<file path="src/rtl/core/napot_rac_pkg.sv">
`timescale 1ns / 1ps
// ----------------------------------------------------------------------------
// napot_rac_pkg
// Shared types and codes of the NAPOT region access checker.
// ----------------------------------------------------------------------------
package napot_rac_pkg;

	// Width of the entries_in_use result field.
	localparam int ENTRIES_W = 5;

	// Width of the register address on the configuration port.
	localparam int PADDR_W = 3;

	// Width of the stored permission bits (read, write, execute).
	localparam int PERM_W = 3;
	localparam int PERM_R = 0;
	localparam int PERM_W_BIT = 1;

	// Command codes of a request transaction. Code 3 is unused.
	typedef enum logic [1:0] {
		CMD_CLEAR = 2'd0,
		CMD_ADD   = 2'd1,
		CMD_CHECK = 2'd2
	} cmd_t;

	// Status codes of a response transaction.
	typedef enum logic [1:0] {
		STATUS_OK   = 2'd0,
		STATUS_FULL = 2'd1,
		STATUS_BAD  = 2'd2
	} status_t;

	// Configuration register indexes, as selected by paddr bit 2.
	typedef enum logic {
		REG_SCHED_RUNNING = 1'b0,
		REG_TASK_PRIV     = 1'b1
	} reg_idx_t;

	// Sequencer states.
	typedef enum logic [1:0] {
		ST_IDLE,
		ST_EXEC,
		ST_SCAN,
		ST_FIN
	} state_t;

	// Configuration register contents.
	typedef struct packed {
		logic sched_running;
		logic task_priv;
	} cfg_t;

	// Verdict of the span unit for one table entry.
	typedef struct packed {
		logic valid;
		logic overlap;
		logic contain;
		logic perm_ok;
	} verdict_t;

endpackage

</file>
<file path="src/rtl/core/napot_rac_ram.sv">
`timescale 1ns / 1ps
// ----------------------------------------------------------------------------
// napot_rac_ram
// Generic single-write, single-read RAM with a registered read port.
// ----------------------------------------------------------------------------
module napot_rac_ram #(
	parameter int WIDTH = 35,
	parameter int DEPTH = 16,
	parameter int AW    = (DEPTH > 1) ? $clog2(DEPTH) : 1
) (
	input  logic             clk,
	input  logic             we,
	input  logic [AW-1:0]    waddr,
	input  logic [WIDTH-1:0] wdata,
	input  logic             re,
	input  logic [AW-1:0]    raddr,
	output logic [WIDTH-1:0] rdata
);

	logic [WIDTH-1:0] mem_q [DEPTH];

	always_ff @(posedge clk) begin
		if (we) begin
			mem_q[waddr] <= wdata;
		end
		if (re) begin
			rdata <= mem_q[raddr];
		end
	end

endmodule

</file>
<file path="src/rtl/core/napot_rac_cfg.sv">
`timescale 1ns / 1ps
// ----------------------------------------------------------------------------
// napot_rac_cfg
// APB-style configuration registers: scheduler running and task privileged.
// ----------------------------------------------------------------------------
module napot_rac_cfg (
	input  logic                              clk,
	input  logic                              arst_n,
	input  logic                              psel,
	input  logic                              penable,
	input  logic                              pwrite,
	input  logic [napot_rac_pkg::PADDR_W-1:0] paddr,
	input  logic [31:0]                       pwdata,
	output logic [31:0]                       prdata,
	output logic                              pready,
	output napot_rac_pkg::cfg_t               cfg
);

	napot_rac_pkg::cfg_t cfg_q;
	logic                wr_en;

	assign pready = 1'b1;
	assign wr_en  = psel && penable && pwrite && pready;
	assign cfg    = cfg_q;

	always_ff @(posedge clk or negedge arst_n) begin
		if (!arst_n) begin
			cfg_q <= '0;
		end else if (wr_en) begin
			unique case (napot_rac_pkg::reg_idx_t'(paddr[2]))
				napot_rac_pkg::REG_SCHED_RUNNING: cfg_q.sched_running <= pwdata[0];
				napot_rac_pkg::REG_TASK_PRIV:     cfg_q.task_priv     <= pwdata[0];
				default: ;
			endcase
		end
	end

	always_comb begin
		unique case (napot_rac_pkg::reg_idx_t'(paddr[2]))
			napot_rac_pkg::REG_SCHED_RUNNING: prdata = {31'd0, cfg_q.sched_running};
			napot_rac_pkg::REG_TASK_PRIV:     prdata = {31'd0, cfg_q.task_priv};
			default:                          prdata = 32'd0;
		endcase
	end

endmodule

</file>
<file path="src/rtl/core/napot_rac_span.sv">
`timescale 1ns / 1ps
// ----------------------------------------------------------------------------
// napot_rac_span
// Shared span unit: decodes one NAPOT word into its byte range and compares
// that range with the buffer under check.
// ----------------------------------------------------------------------------
module napot_rac_span (
	input  logic                             clk,
	input  logic                             arst_n,
	input  logic                             in_valid,
	input  logic                             flush,
	input  logic [31:0]                      word,
	input  logic [napot_rac_pkg::PERM_W-1:0] perm,
	input  logic [31:0]                      start,
	input  logic [31:0]                      last,
	input  logic [1:0]                       want,
	output napot_rac_pkg::verdict_t          verdict
);

	logic [32:0]                      word_inc;
	logic [32:0]                      size_unit;
	logic [33:0]                      lo_d;
	logic [35:0]                      hi_d;
	logic                             valid_s2;
	logic [35:0]                      lo_s2;
	logic [35:0]                      hi_s2;
	logic [napot_rac_pkg::PERM_W-1:0] perm_s2;
	logic [35:0]                      s_ext;
	logic [35:0]                      e_ext;

	// The lowest clear bit of the word marks the region size in units of
	// eight bytes; clearing the trailing ones gives the base word.
	assign word_inc  = {1'b0, word} + 33'd1;
	assign size_unit = ~{1'b0, word} & word_inc;
	assign lo_d      = {word & word_inc[31:0], 2'b00};
	assign hi_d      = {2'b00, lo_d} + {size_unit, 3'b000};

	always_ff @(posedge clk or negedge arst_n) begin
		if (!arst_n) begin
			valid_s2 <= 1'b0;
		end else begin
			valid_s2 <= in_valid && !flush;
		end
	end

	always_ff @(posedge clk) begin
		if (in_valid) begin
			lo_s2   <= {2'b00, lo_d};
			hi_s2   <= hi_d;
			perm_s2 <= perm;
		end
	end

	assign s_ext = {4'd0, start};
	assign e_ext = {4'd0, last};

	always_comb begin
		verdict.valid   = valid_s2;
		verdict.overlap = !((e_ext < lo_s2) || (hi_s2 <= s_ext));
		verdict.contain = (lo_s2 <= s_ext) && (e_ext < hi_s2);
		verdict.perm_ok = !(want[0] && !perm_s2[napot_rac_pkg::PERM_R])
			&& !(want[1] && !perm_s2[napot_rac_pkg::PERM_W_BIT]);
	end

endmodule

</file>
<file path="src/rtl/core/napot_region_access_checker_unit.sv">
`timescale 1ns / 1ps
// ----------------------------------------------------------------------------
// napot_region_access_checker_unit
// Table of NAPOT memory regions with permission checks on buffers.
// ----------------------------------------------------------------------------
// A request transaction carries cmd, base_addr, byte_count and perm_bits and
// is taken when req_valid is high and req_stall is low. Every request yields
// exactly one response transaction (granted, status, entries_in_use), handed
// over when rsp_valid is high and rsp_stall is low.
// Clear and add pass through the execute and finish states before their
// response is registered. A check that is decided up front (scheduler
// stopped, privileged task, zero length or address wrap) takes the same path.
// A check that scans the table goes through the scan state, where the shared
// span unit looks at one stored region per cycle behind the registered RAM read.
// One request is worked on at a time: req_stall is high from acceptance
// until the response has been moved into the output register. The next
// request can be taken in the cycle in which rsp_valid rises.
// While the receiver stalls, the response stays in the output register and
// a new request is still taken; its own result waits until that register
// is free.
// Reset empties the table (the count goes to zero) and clears both
// configuration registers; the region RAM itself is not cleared.
// ----------------------------------------------------------------------------
module napot_region_access_checker_unit #(
	parameter int MAX_REGIONS      = 16,
	parameter int MIN_REGION_BYTES = 8
) (
	input  logic                                clk,
	input  logic                                arst_n,
	// Request channel.
	input  logic                                req_valid,
	output logic                                req_stall,
	input  logic [1:0]                          cmd,
	input  logic [31:0]                         base_addr,
	input  logic [31:0]                         byte_count,
	input  logic [2:0]                          perm_bits,
	// Response channel.
	output logic                                rsp_valid,
	input  logic                                rsp_stall,
	output logic                                granted,
	output logic [1:0]                          status,
	output logic [napot_rac_pkg::ENTRIES_W-1:0] entries_in_use,
	// Configuration port.
	input  logic                                psel,
	input  logic                                penable,
	input  logic                                pwrite,
	input  logic [napot_rac_pkg::PADDR_W-1:0]   paddr,
	input  logic [31:0]                         pwdata,
	output logic [31:0]                         prdata,
	output logic                                pready
);

	localparam int AW     = (MAX_REGIONS > 1) ? $clog2(MAX_REGIONS) : 1;
	localparam int CW     = $clog2(MAX_REGIONS + 1);
	localparam int PW     = napot_rac_pkg::PERM_W;
	localparam int RAM_W  = 32 + PW;

	napot_rac_pkg::state_t   state_q, state_d;
	napot_rac_pkg::cfg_t     cfg;
	napot_rac_pkg::verdict_t vd;
	napot_rac_pkg::status_t  add_status;

	// Captured request.
	logic [1:0]         cmd_q;
	logic [31:0]        base_q;
	logic [31:0]        size_q;
	logic [31:0]        size_m1_q;
	logic [PW-1:0]      perm_q;
	logic [31:0]        last_q;

	// Table and scan control.
	logic [CW-1:0]      cnt_q;
	logic [CW-1:0]      rd_idx_q;
	logic               v1_q;

	// Pending result and output register.
	logic                   res_granted_q;
	napot_rac_pkg::status_t res_status_q;
	logic                   rsp_valid_q;
	logic                   granted_q;
	napot_rac_pkg::status_t status_q;
	logic [napot_rac_pkg::ENTRIES_W-1:0] entries_q;

	logic               req_accept;
	logic               rsp_free;
	logic               full;
	logic               bad;
	logic               add_ok;
	logic               fast_grant;
	logic [31:0]        last_sum;
	logic               wrap;
	logic               issue;
	logic               ram_we;
	logic [RAM_W-1:0]   ram_wdata;
	logic [RAM_W-1:0]   ram_rdata;
	logic [31:0]        new_word;
	logic               scan_deny;
	logic               scan_hit;
	logic               scan_done;
	logic               span_flush;

	assign req_stall  = (state_q != napot_rac_pkg::ST_IDLE);
	assign req_accept = req_valid && !req_stall;
	assign rsp_free   = !rsp_valid_q || !rsp_stall;

	assign rsp_valid      = rsp_valid_q;
	assign granted        = granted_q;
	assign status         = status_q;
	assign entries_in_use = entries_q;

	napot_rac_cfg u_cfg (
		.clk     (clk),
		.arst_n  (arst_n),
		.psel    (psel),
		.penable (penable),
		.pwrite  (pwrite),
		.paddr   (paddr),
		.pwdata  (pwdata),
		.prdata  (prdata),
		.pready  (pready),
		.cfg     (cfg)
	);

	// Add: the full test comes before the size and alignment tests.
	assign full = (cnt_q >= CW'(MAX_REGIONS));
	assign bad  = (size_q == 32'd0) || ((size_q & size_m1_q) != 32'd0)
		|| (size_q < 32'(MIN_REGION_BYTES)) || ((base_q & size_m1_q) != 32'd0);
	assign add_ok   = !full && !bad;
	assign new_word = (base_q >> 2) | ((size_q >> 3) - 32'd1);

	always_comb begin
		if (full) begin
			add_status = napot_rac_pkg::STATUS_FULL;
		end else if (bad) begin
			add_status = napot_rac_pkg::STATUS_BAD;
		end else begin
			add_status = napot_rac_pkg::STATUS_OK;
		end
	end

	// Check: the last byte of the buffer is start + length - 1. The buffer
	// wraps when start + length reaches 2^32, which is the case exactly when
	// start is above the complement of the length.
	assign fast_grant = !cfg.sched_running || cfg.task_priv || (size_q == 32'd0);
	assign last_sum   = base_q + size_m1_q;
	assign wrap       = (base_q > ~size_q);

	assign ram_we    = (state_q == napot_rac_pkg::ST_EXEC)
		&& (cmd_q == napot_rac_pkg::CMD_ADD) && add_ok;
	assign ram_wdata = {perm_q, new_word};

	napot_rac_ram #(
		.WIDTH (RAM_W),
		.DEPTH (MAX_REGIONS),
		.AW    (AW)
	) u_ram (
		.clk   (clk),
		.we    (ram_we),
		.waddr (cnt_q[AW-1:0]),
		.wdata (ram_wdata),
		.re    (issue),
		.raddr (rd_idx_q[AW-1:0]),
		.rdata (ram_rdata)
	);

	// The span unit sees one entry per cycle, in the cycle after its read.
	assign span_flush = scan_done || (state_q != napot_rac_pkg::ST_SCAN);

	napot_rac_span u_span (
		.clk      (clk),
		.arst_n   (arst_n),
		.in_valid (v1_q),
		.flush    (span_flush),
		.word     (ram_rdata[31:0]),
		.perm     (ram_rdata[RAM_W-1:32]),
		.start    (base_q),
		.last     (last_q),
		.want     (perm_q[1:0]),
		.verdict  (vd)
	);

	// The first overlapping region without the needed permission denies;
	// the first region that holds the whole buffer grants. With nothing left
	// in flight and every entry read, the check denies.
	assign scan_deny = vd.valid && vd.overlap && !vd.perm_ok;
	assign scan_hit  = vd.valid && vd.contain;
	assign scan_done = (state_q == napot_rac_pkg::ST_SCAN)
		&& (scan_deny || scan_hit || (!v1_q && !vd.valid && (rd_idx_q == cnt_q)));

	always_ff @(posedge clk or negedge arst_n) begin
		if (!arst_n) begin
			state_q <= napot_rac_pkg::ST_IDLE;
		end else begin
			state_q <= state_d;
		end
	end

	always_comb begin
		state_d = state_q;
		issue   = 1'b0;
		unique case (state_q)
			napot_rac_pkg::ST_IDLE: begin
				if (req_accept) begin
					state_d = napot_rac_pkg::ST_EXEC;
				end
			end
			napot_rac_pkg::ST_EXEC: begin
				if ((cmd_q == napot_rac_pkg::CMD_CHECK) && !fast_grant && !wrap) begin
					state_d = napot_rac_pkg::ST_SCAN;
				end else begin
					state_d = napot_rac_pkg::ST_FIN;
				end
			end
			napot_rac_pkg::ST_SCAN: begin
				if (scan_done) begin
					state_d = napot_rac_pkg::ST_FIN;
				end else begin
					issue = (rd_idx_q < cnt_q);
				end
			end
			napot_rac_pkg::ST_FIN: begin
				if (rsp_free) begin
					state_d = napot_rac_pkg::ST_IDLE;
				end
			end
			default: state_d = napot_rac_pkg::ST_IDLE;
		endcase
	end

	// Control registers: table count, scan index, read-in-flight flag and
	// response valid.
	always_ff @(posedge clk or negedge arst_n) begin
		if (!arst_n) begin
			cnt_q       <= '0;
			rd_idx_q    <= '0;
			v1_q        <= 1'b0;
			rsp_valid_q <= 1'b0;
		end else begin
			v1_q <= issue;
			if (state_q == napot_rac_pkg::ST_EXEC) begin
				rd_idx_q <= '0;
				case (cmd_q)
					napot_rac_pkg::CMD_CLEAR: cnt_q <= '0;
					napot_rac_pkg::CMD_ADD: begin
						if (add_ok) begin
							cnt_q <= cnt_q + CW'(1);
						end
					end
					default: ;
				endcase
			end else if (issue) begin
				rd_idx_q <= rd_idx_q + CW'(1);
			end
			if ((state_q == napot_rac_pkg::ST_FIN) && rsp_free) begin
				rsp_valid_q <= 1'b1;
			end else if (!rsp_stall) begin
				rsp_valid_q <= 1'b0;
			end
		end
	end

	// Payload registers.
	always_ff @(posedge clk) begin
		if (req_accept) begin
			cmd_q     <= cmd;
			base_q    <= base_addr;
			size_q    <= byte_count;
			size_m1_q <= byte_count - 32'd1;
			perm_q    <= perm_bits;
		end
		if (state_q == napot_rac_pkg::ST_EXEC) begin
			last_q <= last_sum;
			case (cmd_q)
				napot_rac_pkg::CMD_ADD: begin
					res_granted_q <= 1'b0;
					res_status_q  <= add_status;
				end
				napot_rac_pkg::CMD_CHECK: begin
					res_granted_q <= fast_grant;
					res_status_q  <= napot_rac_pkg::STATUS_OK;
				end
				default: begin
					res_granted_q <= 1'b0;
					res_status_q  <= napot_rac_pkg::STATUS_OK;
				end
			endcase
		end
		if (scan_done) begin
			res_granted_q <= !scan_deny && scan_hit;
		end
		if ((state_q == napot_rac_pkg::ST_FIN) && rsp_free) begin
			granted_q <= res_granted_q;
			status_q  <= res_status_q;
			entries_q <= napot_rac_pkg::ENTRIES_W'(cnt_q);
		end
	end

	// The table never holds more regions than it has room for.
	assert property (@(posedge clk) disable iff (!arst_n)
		cnt_q <= CW'(MAX_REGIONS))
		else $error("region count above table depth");

	// A new response appears only when the sequencer hands one over.
	assert property (@(posedge clk) disable iff (!arst_n)
		$rose(rsp_valid) |-> $past(state_q == napot_rac_pkg::ST_FIN))
		else $error("response valid without a finished command");

	// An accepted request is executed in the following cycle.
	assert property (@(posedge clk) disable iff (!arst_n)
		req_accept |=> (state_q == napot_rac_pkg::ST_EXEC))
		else $error("accepted request not executed");

	// The RAM is written only by an add that passed its tests.
	assert property (@(posedge clk) disable iff (!arst_n)
		ram_we |-> ((cmd_q == napot_rac_pkg::CMD_ADD) && !full))
		else $error("region write outside a valid add");

endmodule
</file>
<file path="config.mk">
export PLATFORM = sky130hd
export DESIGN_NAME = napot_region_access_checker_unit
export DESIGN_NICKNAME = d
export VERILOG_FILES = /design/src/rtl/core/napot_rac_pkg.sv /design/src/rtl/core/napot_rac_ram.sv /design/src/rtl/core/napot_rac_cfg.sv /design/src/rtl/core/napot_rac_span.sv /design/src/rtl/core/napot_region_access_checker_unit.sv
export SDC_FILE = /design/constraint.sdc
export NUM_CORES = 1
export LEC_CHECK = 0
export BUFFER_PORTS_ARGS = -buffer_cell sky130_fd_sc_hd__buf_4
export CAP_MARGIN = 20
export CORE_ASPECT_RATIO = 1.5
export CORE_UTILIZATION = 50
export CTS_CLUSTER_SIZE = 14
export DETAILED_ROUTE_END_ITERATION = 7
export PLACE_DENSITY = 0.67
export RECOVER_POWER = 25
export SLEW_MARGIN = 20
export SYNTH_ARGS = -nofsm -noshare
export SYNTH_HDL_FRONTEND = slang
export SYNTH_SLANG_ARGS = --single-unit
</file>
<file path="constraint.sdc">
create_clock -name clk -period 6.4 [get_ports clk]
set_input_delay 0.32 -clock clk [delete_from_list [all_inputs] [get_ports clk]]
set_output_delay 0.32 -clock clk [all_outputs]
set_load 0.01 [all_outputs]
</file>
-- Word-level counts from Yosys, hierarchy flattened
Memory sizes are Yosys's and may differ from the RTL's. A register that Yosys moved wholly into a read port is not among the register bits.
Cells that the tools add are included.
- $add $sub $neg: 7
- shift operators: 0
- equality and inequality tests: 12
- multiplexer cells: 21
- order comparisons: 8
- bitwise logic cells: 9
- div/mod/pow operators: 0
- multiply operators: 0
- reduce and logical (&&, ||, !) cells: 63
- operators with widths (cell ; number):
    32-bit bitwise AND ; 3
    32-bit one-hot mux with 2 select lines ; 1
    32-bit nonzero test ; 2
    34-bit by 36-bit adder with 36-bit output ; 1
    36-bit by 32-bit <= comparator with 1-bit output ; 1
    32-bit by 36-bit < comparator with 1-bit output ; 1
    34-bit by 32-bit <= comparator with 1-bit output ; 1
    32-bit by 34-bit < comparator with 1-bit output ; 1
    32-bit by 1-bit adder with 33-bit output (second input constant) ; 1
    33-bit bitwise AND ; 1
    32-bit inverter with 33-bit output ; 1
    32-bit adder ; 1
    32-bit > comparator ; 1
    32-bit logical NOT ; 1
    32-bit by 4-bit < comparator with 1-bit output (second input constant) ; 1
    32-bit inverter ; 1
    30-bit by 32-bit OR with 32-bit output ; 1
    32-bit by 1-bit subtractor with 32-bit output (second input constant) ; 1
    29-bit by 1-bit subtractor with 30-bit output (second input constant) ; 1
    1-bit logical AND ; 21
    1-bit logical NOT ; 18
    5-bit two-way mux ; 3
    1-bit two-way mux ; 11
    5-bit by 1-bit adder with 5-bit output (second input constant) ; 2
    other kinds (17) ; 43
- output and inout port bits: 43
- memories: 1
- bits of input ports: 111
- latch bits: 0
- logic and storage cells: 144
- RAM bits: 560
- ROM bits: 0
- register bits: 231
- memory list (memory ; words ; bits a word ; rd ports ; clocked after memory_dff ; write ports ; RTL line ; source):
    u_ram.mem_q ; 16 ; 35 ; 1 ; 1 ; 1 ; napot_rac_ram.sv:20 ; logic [WIDTH-1:0] mem_q [DEPTH];

-- Depth between registers and ports, before layout
Gate-level depths: netlist of run 1.
- depth in word-level cells: 13
- gate-level depth with buffers: 19
- depth with buffers taken out: 18

-- Modules after synthesis
Synthesis of run 1 repeated with hierarchy kept, for this count alone.
- cell total of the unflattened synthesis: 2513
- area total of the unflattened synthesis: 38797.2 um^2
- by module, submodules not included (module ; sequential area each (um^2) ; cells each ; times used ; area each (um^2)):
    napot_rac_ram ; 17867.1 ; 914 ; 1 ; 22404.0
    napot_region_access_checker_unit ; 4674.5 ; 772 ; 1 ; 8982.4
    napot_rac_span ; 2006.9 ; 786 ; 1 ; 7064.3
    napot_rac_cfg ; 50.0 ; 41 ; 1 ; 346.6

-- Least setup slack after synthesis of run 1
Ideal clock, no wire load.
- path type: flip-flop to flip-flop
- start point: reg state_q[1]
- end point: mem u_ram.mem_q[2][0], enable pin
- setup slack: 1.602 ns
- data required time: 5.936 ns
- data arrival time: 4.334 ns
- stages on the path, launching flop included: 7
- path buffers: 0
- period minus slack after synthesis: 4.798 ns
- setup time: 0.464 ns
- path through: dfrtp_1 inv_1 ha_1 nand2_1 nor4_1 nand2_1 nor3_1
- longest elaborated chain between the ends: 5
- ends and longest elaborated chain (item ; RTL line ; source):
    start: declaration ; napot_region_access_checker_unit.sv:58 ; napot_rac_pkg::state_t state_q, state_d;
    start signal: assignment ; napot_region_access_checker_unit.sv:192 ; state_q <= napot_rac_pkg::ST_IDLE;
    start signal: assignment ; napot_region_access_checker_unit.sv:194 ; state_q <= state_d;
    2-bit by 1-bit equality test with 1-bit output ; napot_region_access_checker_unit.sv:148 ; assign ram_we = (state_q == napot_rac_pkg::ST_EXEC)
    1-bit logical AND (2 in a row) ; napot_region_access_checker_unit.sv:149 ; && (cmd_q == napot_rac_pkg::CMD_ADD) && add_ok;
    1-bit two-way mux ; napot_rac_ram.sv:23 ; if (we) begin
    1-bit two-way mux (not written as such) ; napot_rac_ram.sv:24 ; mem_q[waddr] <= wdata;
    end: declaration ; napot_rac_ram.sv:20 ;
Every way passes these cells.

-- Final worst setup path of run 1
- start point: reg state_q[1]
- end point: mem u_ram.mem_q[13][26], enable pin
Same word-level chain as after synthesis.

==> results of run 1 <==
cells in the mapped netlist, drive strengths merged (13+ instances only):
library cell	number
a21o	49
a21oi	95
a22oi	13
and2	27
buf	48
clkbuf	27
dfrtp	17
edfxtp	767
ha	224
inv	135
mux4	165
nand2	103
nand2b	17
nand3	46
nand4	43
nor2	125
nor2b	29
nor3	37
nor4	24
o21a	13
o21ai	57
or3	19
xnor2	65
xor2	32
worst max-delay path, cell delays in order, from the launching register on:
cell	delay, ns
dfrtp_1	0.43
inv_1	0.13
ha_1	0.16
clkbuf_1	1.89
nand2_1	0.09
nor4_1	0.73
nand2_1	0.41
nor2_4	0.71
buf_4	0.40
logic make-up after synthesis:
group	count (synthesis)	share of synthesized area, %
flip-flops	784	64.2
AND/OR/NAND/NOR	515	7.21
AO/OA/AOI/OAI	317	5.65
adder cells (fa/ha/maj)	225	7.73
buffers and inverters	210	2.51
multiplexers	171	10.4
XOR/XNOR	97	2.33
other	2	0.0206
registers in the layout, summed over array words and instances (netlist names):
signal           cells
perm_q               2
last_q              29
u_span.lo_s2        31
rsp_valid            1
u_span.perm_s2       2
u_span.hi_s2        33
entries_in_use       5
state_q              2
size_m1_q           32
u_ram.rdata         33
u_ram.mem_q        528
rd_idx_q             5
u_cfg.cfg            2
u_span.valid_s2      1
cnt_q                5
base_q              32
status               2
size_q              32
cmd_q                2
granted              1
v1_q                 1
res_granted_q        1
res_status_q         2
report_power, final:
part	switching, mW	leakage (nW)	internal, mW	total (mW)
clock	1.91	1.16	2.49	4.40
sequential	0.308	7.07	6.12	6.43
combinational	1.26	6.25	0.908	2.16
total	3.47	14.5	9.52	13.0
worst min-delay path by stage:
stage                         to  slack (ns)  cells after the start
CTS                 u_cfg.cfg[0]        0.01                      3
floorplan               cnt_q[0]        0.02                      0
detailed placement   rd_idx_q[2]        0.21                      1
global route        u_cfg.cfg[1]        0.05                      3
finish              u_cfg.cfg[0]        0.05                      3
global placement     rd_idx_q[1]        0.21                      1
final cells by class:
class	instances	area, um2	area share [%]
repair buffers	195	1480	3.57
flip-flops and latches	784	23500	56.7
multi-input cells	1357	12400	30.0
clock buffers	87	1960	4.75
well taps	922	1150	2.79
clock inverters	38	407	0.983
diodes	1	2.50	0.00605
inverters	135	507	1.22
metrics by stage:
stage                     std cells  power (mW)  hold slack, ns
final                          3519        13.0          0.0471
after global routing           3518        13.5          0.0522
after CTS                      3518        13.1          0.0135
after detailed placement       3321        8.66           0.207
after global placement         3321        8.61           0.205
after floorplan                2351        7.93          0.0244
routing by layer:
metal	up-vias	part of all wire [%]
met2	654	54
met5	-	0
met3	194	3.9
li1	9520	-
met1	10600	37
met4	0	5.5
placed cells by master (no fill, tap or decap), types with 13 or more instances in the layout:
| cell type | synthesis | routed |
|---|---|---|
| nand2_1 | 103 | 103 |
| a21o_1 | 49 | 49 |
| dlygate4sd3_1 | 0 | 72 |
| conb_1 | 2 | 32 |
| nor2_1 | 125 | 112 |
| nand3_1 | 46 | 46 |
| edfxtp_1 | 767 | 767 |
| nand4_1 | 43 | 43 |
| ha_1 | 224 | 224 |
| xor2_1 | 32 | 32 |
| a21oi_1 | 95 | 95 |
| dfrtp_1 | 17 | 13 |
| o21a_1 | 13 | 13 |
| or3_1 | 19 | 19 |
| nor3_1 | 37 | 33 |
| nor2b_1 | 29 | 29 |
| clkbuf_4 | 0 | 35 |
| buf_4 | 32 | 39 |
| inv_1 | 134 | 134 |
| clkbuf_1 | 27 | 58 |
| mux4_2 | 165 | 165 |
| a22oi_1 | 13 | 13 |
| nor4_1 | 23 | 23 |
| and2_1 | 27 | 16 |
| o21ai_0 | 55 | 55 |
| nand2b_1 | 17 | 17 |
| nor2_4 | 0 | 13 |
| clkbuf_16 | 0 | 77 |
| xnor2_1 | 65 | 65 |
==> results.cfg, run 1 <==
[synthesis]
netlist_area_um2 = 36500
ys_seq_area_share_pct = 64.2
synth_top_cell_by_area = edfxtp_1
synth_cell_type_count = 73
dominantRegCellSynth = edfxtp_1
synth_top_cell_area_share_pct = 63.0
synth_cells = 2321
synth-async-reset-ratio_pct = 2.17
synth_edf_count = 767
avgSynthCellArea_um2 = 15.7
ys_top_cells_by_area = edfxtp_1 63%, mux4_2 10%, ha_1 7.7%
synth-seq-cells = 784
ys_warn_count = 0

[global_route]
grt_pass1_vias = 22100
grt_use_met2_pct = 45.1
grt-busiest-layer = met2
antenna_found_initial = 1
grt_overflow = 0
grt_pass1_wl_mm = 132
grtUsageMet3_pct = 2.46
grt_max_degree = 103
global_route.usage.met1_pct = 27.4
grtUsageTotal_pct = 24.4

[sta]
worst_pin_slew_ns = 3.28
rsz0062_at_grt = false
slew_violations = 144
clock.fmax_ghz = 0.187
post-route-min-period_ns = 5.34
finalCritPeriodShare_pct = 83.4
setup_viol_count_final = 0
fin_skew_ns = 0.0306
fin_ws_ns = 1.06
relSlewSlack_pct = -118
finalSetupTns_ns = 0
finalHoldViolations = 0

[pwr]
pwr_density_cell_nw_per_um2 = 314
max-vdd-ir-drop_mv = 0.236
p_leak_nw = 14.5

[worst_setup_path]
rrSetupSlack_ns = 1.06
worstSetupStartpointType = flop
reg2reg_depth = 8
r2r-start = state_q[1]
crit_end = u_ram.mem_q[13][26]
worstSetupStartpoint = state_q[1]
arrival_ns = 5.65
r2r_end = u_ram.mem_q[13][26]
cp-end-kind = flop
cp.required_ns = 6.71
path_max_fanout = 44
crit_type = reg -> reg

[cells_and_area]
fin_nets = 2884
fin_util_pct = 57.2
fillers = 5548
final_area_um2 = 41400
syn_to_final_growth_pct = 13.2
drive_gt1_share_pct = 14.8

[drt]
firstDrtPassIters = 5
wl_per_cell_um = 25.3
drc = 0
dr_total_vias = 21000
viasPerCell = 5.96
drt-total-wl_mm = 89.0
drtAntennaViolNets = 0
drt_iter0_drc = 1502

[status]
outcome = finished, violations left
violations = capacitance limit, slew limit

[clock_network]
path_clk_slew_ns = 0.06
cts_buffers = 75
cts.sinks = 784
cts_buffer_depth = 3
root_buffer = clkbuf_16
cts_resized = 0
tritoncts = built
cts_setup_buffers = 0
worstSkewPairLatency_ns = 0.66
ctsHoldBuffers = 72
ctsHtreeMaxLevel = 3

[place]
preCtsSetupSlack_ns = 1.32
place.gp.congestion = 0.949
placed_area_um2 = 38500
io_buffers = 87
hpwlAfterDp_mm = 60.2

[floorplan]
rows = 121
core_um2 = 72400
chipWidth_um = 223
fp.dieH_um = 333
die_area_um2 = 74200
io_pins = 154
start_util_pct = 50.5

[flow_run]
maxCapViolCount = 3

[hold_path]
hp-start = psel
worstHoldPathType = in -> reg
No activity file was read; power rests on OpenSTA's default activity.
==> run 2: changes to the inputs <==
--- a/config.mk
+++ b/config.mk
@@ -11,7 +11,7 @@
 export CORE_UTILIZATION = 50
 export CTS_CLUSTER_SIZE = 14
 export DETAILED_ROUTE_END_ITERATION = 7
-export PLACE_DENSITY = 0.67
+export PLACE_DENSITY = 0.69
 export RECOVER_POWER = 25
 export SLEW_MARGIN = 20
 export SYNTH_ARGS = -nofsm -noshare
==> constraint.sdc (replaced) <==
create_clock -name clk -period 4.69 [get_ports clk]
set_input_delay 0.2345 -clock clk [delete_from_list [all_inputs] [get_ports clk]]
set_output_delay 0.2345 -clock clk [all_outputs]
set_load 0.01 [all_outputs]
==> results.cfg, run 2 (synthesis results as in run 1) <==
[drt]
dr_wl_met3_mm = 4.41
drtAntennaViolNets = 0
drt-total-wl_mm = 92.4
viasPerCell = 6.01
drc = 0
top_layer = met4
drt_iter0_drc = 1812
dr_wl_met2_mm = 48.9
wl_met1_mm = 33.9
wl_per_cell_um = 26.1
firstDrtPassIters = 5
dr_total_vias = 21300

[sta]
rsz0062_at_grt = false
fin_skew_ns = 0.0238
clock.fmax_ghz = 0.227
relSlewSlack_pct = -129
finalCritPeriodShare_pct = 94.0
finalSetupTns_ns = 0
worst_pin_slew_ns = 3.44
worst_hold_slack_ns = 0.327
post-route-min-period_ns = 4.41
finalHoldViolations = 0
setup_viol_count_final = 0
fin_ws_ns = 0.283
slew_violations = 209

[place]
preCtsSetupSlack_ns = 0.290
placed_cells = 3347
io_buffers = 87
hpwlAfterDp_mm = 62.2
place.gp.congestion = 0.964
placed_area_um2 = 38900

[pwr]
pwr_density_cell_nw_per_um2 = 420
total_power_mw = 17.5
p_leak_nw = 14.6
max-vdd-ir-drop_mv = 0.242

[global_route]
grt_overflow = 0
grt_pass1_vias = 22200
antenna_found_initial = 0
grt_pass1_wl_mm = 137
grt_max_degree = 124
grtUsageTotal_pct = 25.3

[hold_path]
worstHoldPathType = in -> reg

[floorplan]
chipWidth_um = 223
core_um2 = 72400
fp.dieH_um = 333
start_util_pct = 50.5
io_pins = 154
die_area_um2 = 74200
rows = 121

[worst_setup_path]
cp.required_ns = 5.08
max_stage_delay_ns = 0.45
crit_path_top_delay_cell = edfxtp_1
worstSetupStartpointType = flop
rrSetupSlack_ns = 0.28
crit_family = simple AND/OR/NAND/NOR gates
crit_type = reg -> reg
path_max_fanout = 8
crit_chain = and4_1 > and3_1 > nand3_1 > clkbuf_1 > or3_1 > and2_1 > ha_1 > nand4_1 > nor2_1 > o211ai_1 > a31o_2 > a31o_2 > nor2b_1 > o31ai_1 > o211ai_1 > xnor2_1
cp-end-kind = flop
crit_buf_inv = 1
arrival_ns = 4.80

[clock_network]
cts_buffers = 73
root_buffer = clkbuf_16
ctsHtreeMaxLevel = 3
tritoncts = built
cts_setup_buffers = 0
path_clk_slew_ns = 0.06
cts_buffer_depth = 3
worstSkewPairLatency_ns = 0.64
cts.sinks = 784

[cells_and_area]
layout_common_cells = 767 x edfxtp_1, 224 x ha_1, 165 x mux4_2
final_area_um2 = 41700
top_register = u_ram.mem_q
fillers = 5412
fin_cells = 3540
final_common_cell = edfxtp_1
fin_nets = 2912
biggestRegsByFlops = u_ram.mem_q: 528 flops, u_ram.rdata: 33 flops, u_span.hi_s2: 33 flops
fin_util_pct = 57.7
drive_gt1_share_pct = 15.3
largest_register_ffs = 528
syn_to_final_growth_pct = 14.3

[status]
violations = capacitance limit, slew limit
outcome = finished, violations left

[flow_run]
maxCapViolCount = 3
-- run 2: cell types whose count changed in the layout (fill, tap and decap cells not counted), sizes merged --
| cell | delta |
|---|---|
| dlygate4sd3 | +4 |
| inv | +1 |
| bufinv | -3 |
| buf | +23 |
| clkbuf | +5 |
| clkinv | -8 |
| clkinvlp | -1 |
-- run 2: what timing repair did --
action / in CTS / in global routing
hold endpoints to repair: 123 / 0
resized for setup: 0 / 2
hold buffers: 76 / 0
setup endpoints to repair: 0 / 3
-- run 2: worst reg2reg max path, cell delays in order (launching register included) --
cell      delay [ns]
edfxtp_1        0.45
and4_1          0.24
and3_1          0.31
nand3_1         0.16
clkbuf_1        0.19
or3_1           0.39
and2_1          0.21
ha_1            0.38
nand4_1         0.15
nor2_1          0.21
o211ai_1        0.12
a31o_2          0.27
a31o_2          0.27
nor2b_1         0.15
o31ai_1         0.34
o211ai_1        0.17
xnor2_1         0.15
-- run 2: layer usage --
metal	up-vias	GRT usage, %
met4	0	13.5
met5	-	0
met2	757	45.9
met3	201	3.13
met1	10800	28.9
li1	9567	-
-- run 2: where the power goes --
| group | switching [mW] | internal [mW] | total (mW) |
|---|---|---|---|
| Clock | 2.55 | 3.18 | 5.73 |
| Sequential | 0.437 | 8.36 | 8.80 |
| Combinational | 1.72 | 1.28 | 3.00 |
-- run 2: final cells by class --
class                      count  area, um2  share of cell area (%)
antenna                        1       2.50                 0.00599
clock buffer                  89       1950                    4.67
clock inverter                27        287                   0.686
inverter                     135        507                    1.21
multi-input combinational   1357      12400                    29.8
sequential                   784      23500                    56.2
tap                          922       1150                    2.76
timing repair buffer         225       1960                    4.68
-- run 2: worst paths after layout --
check / start / to / cells after the start
setup / recovery: u_ram.rdata[0] / u_span.hi_s2[33] / 16
hold / removal: base_addr[3] / base_q[3] / 2
setup reg to reg: u_ram.rdata[0] / u_span.hi_s2[33] / 16
hold reg to reg: res_granted_q / granted / 0
max in group asynchronous: arst_n / rd_idx_q[1] / 3
min in group asynchronous: arst_n / u_cfg.cfg[0] / 3
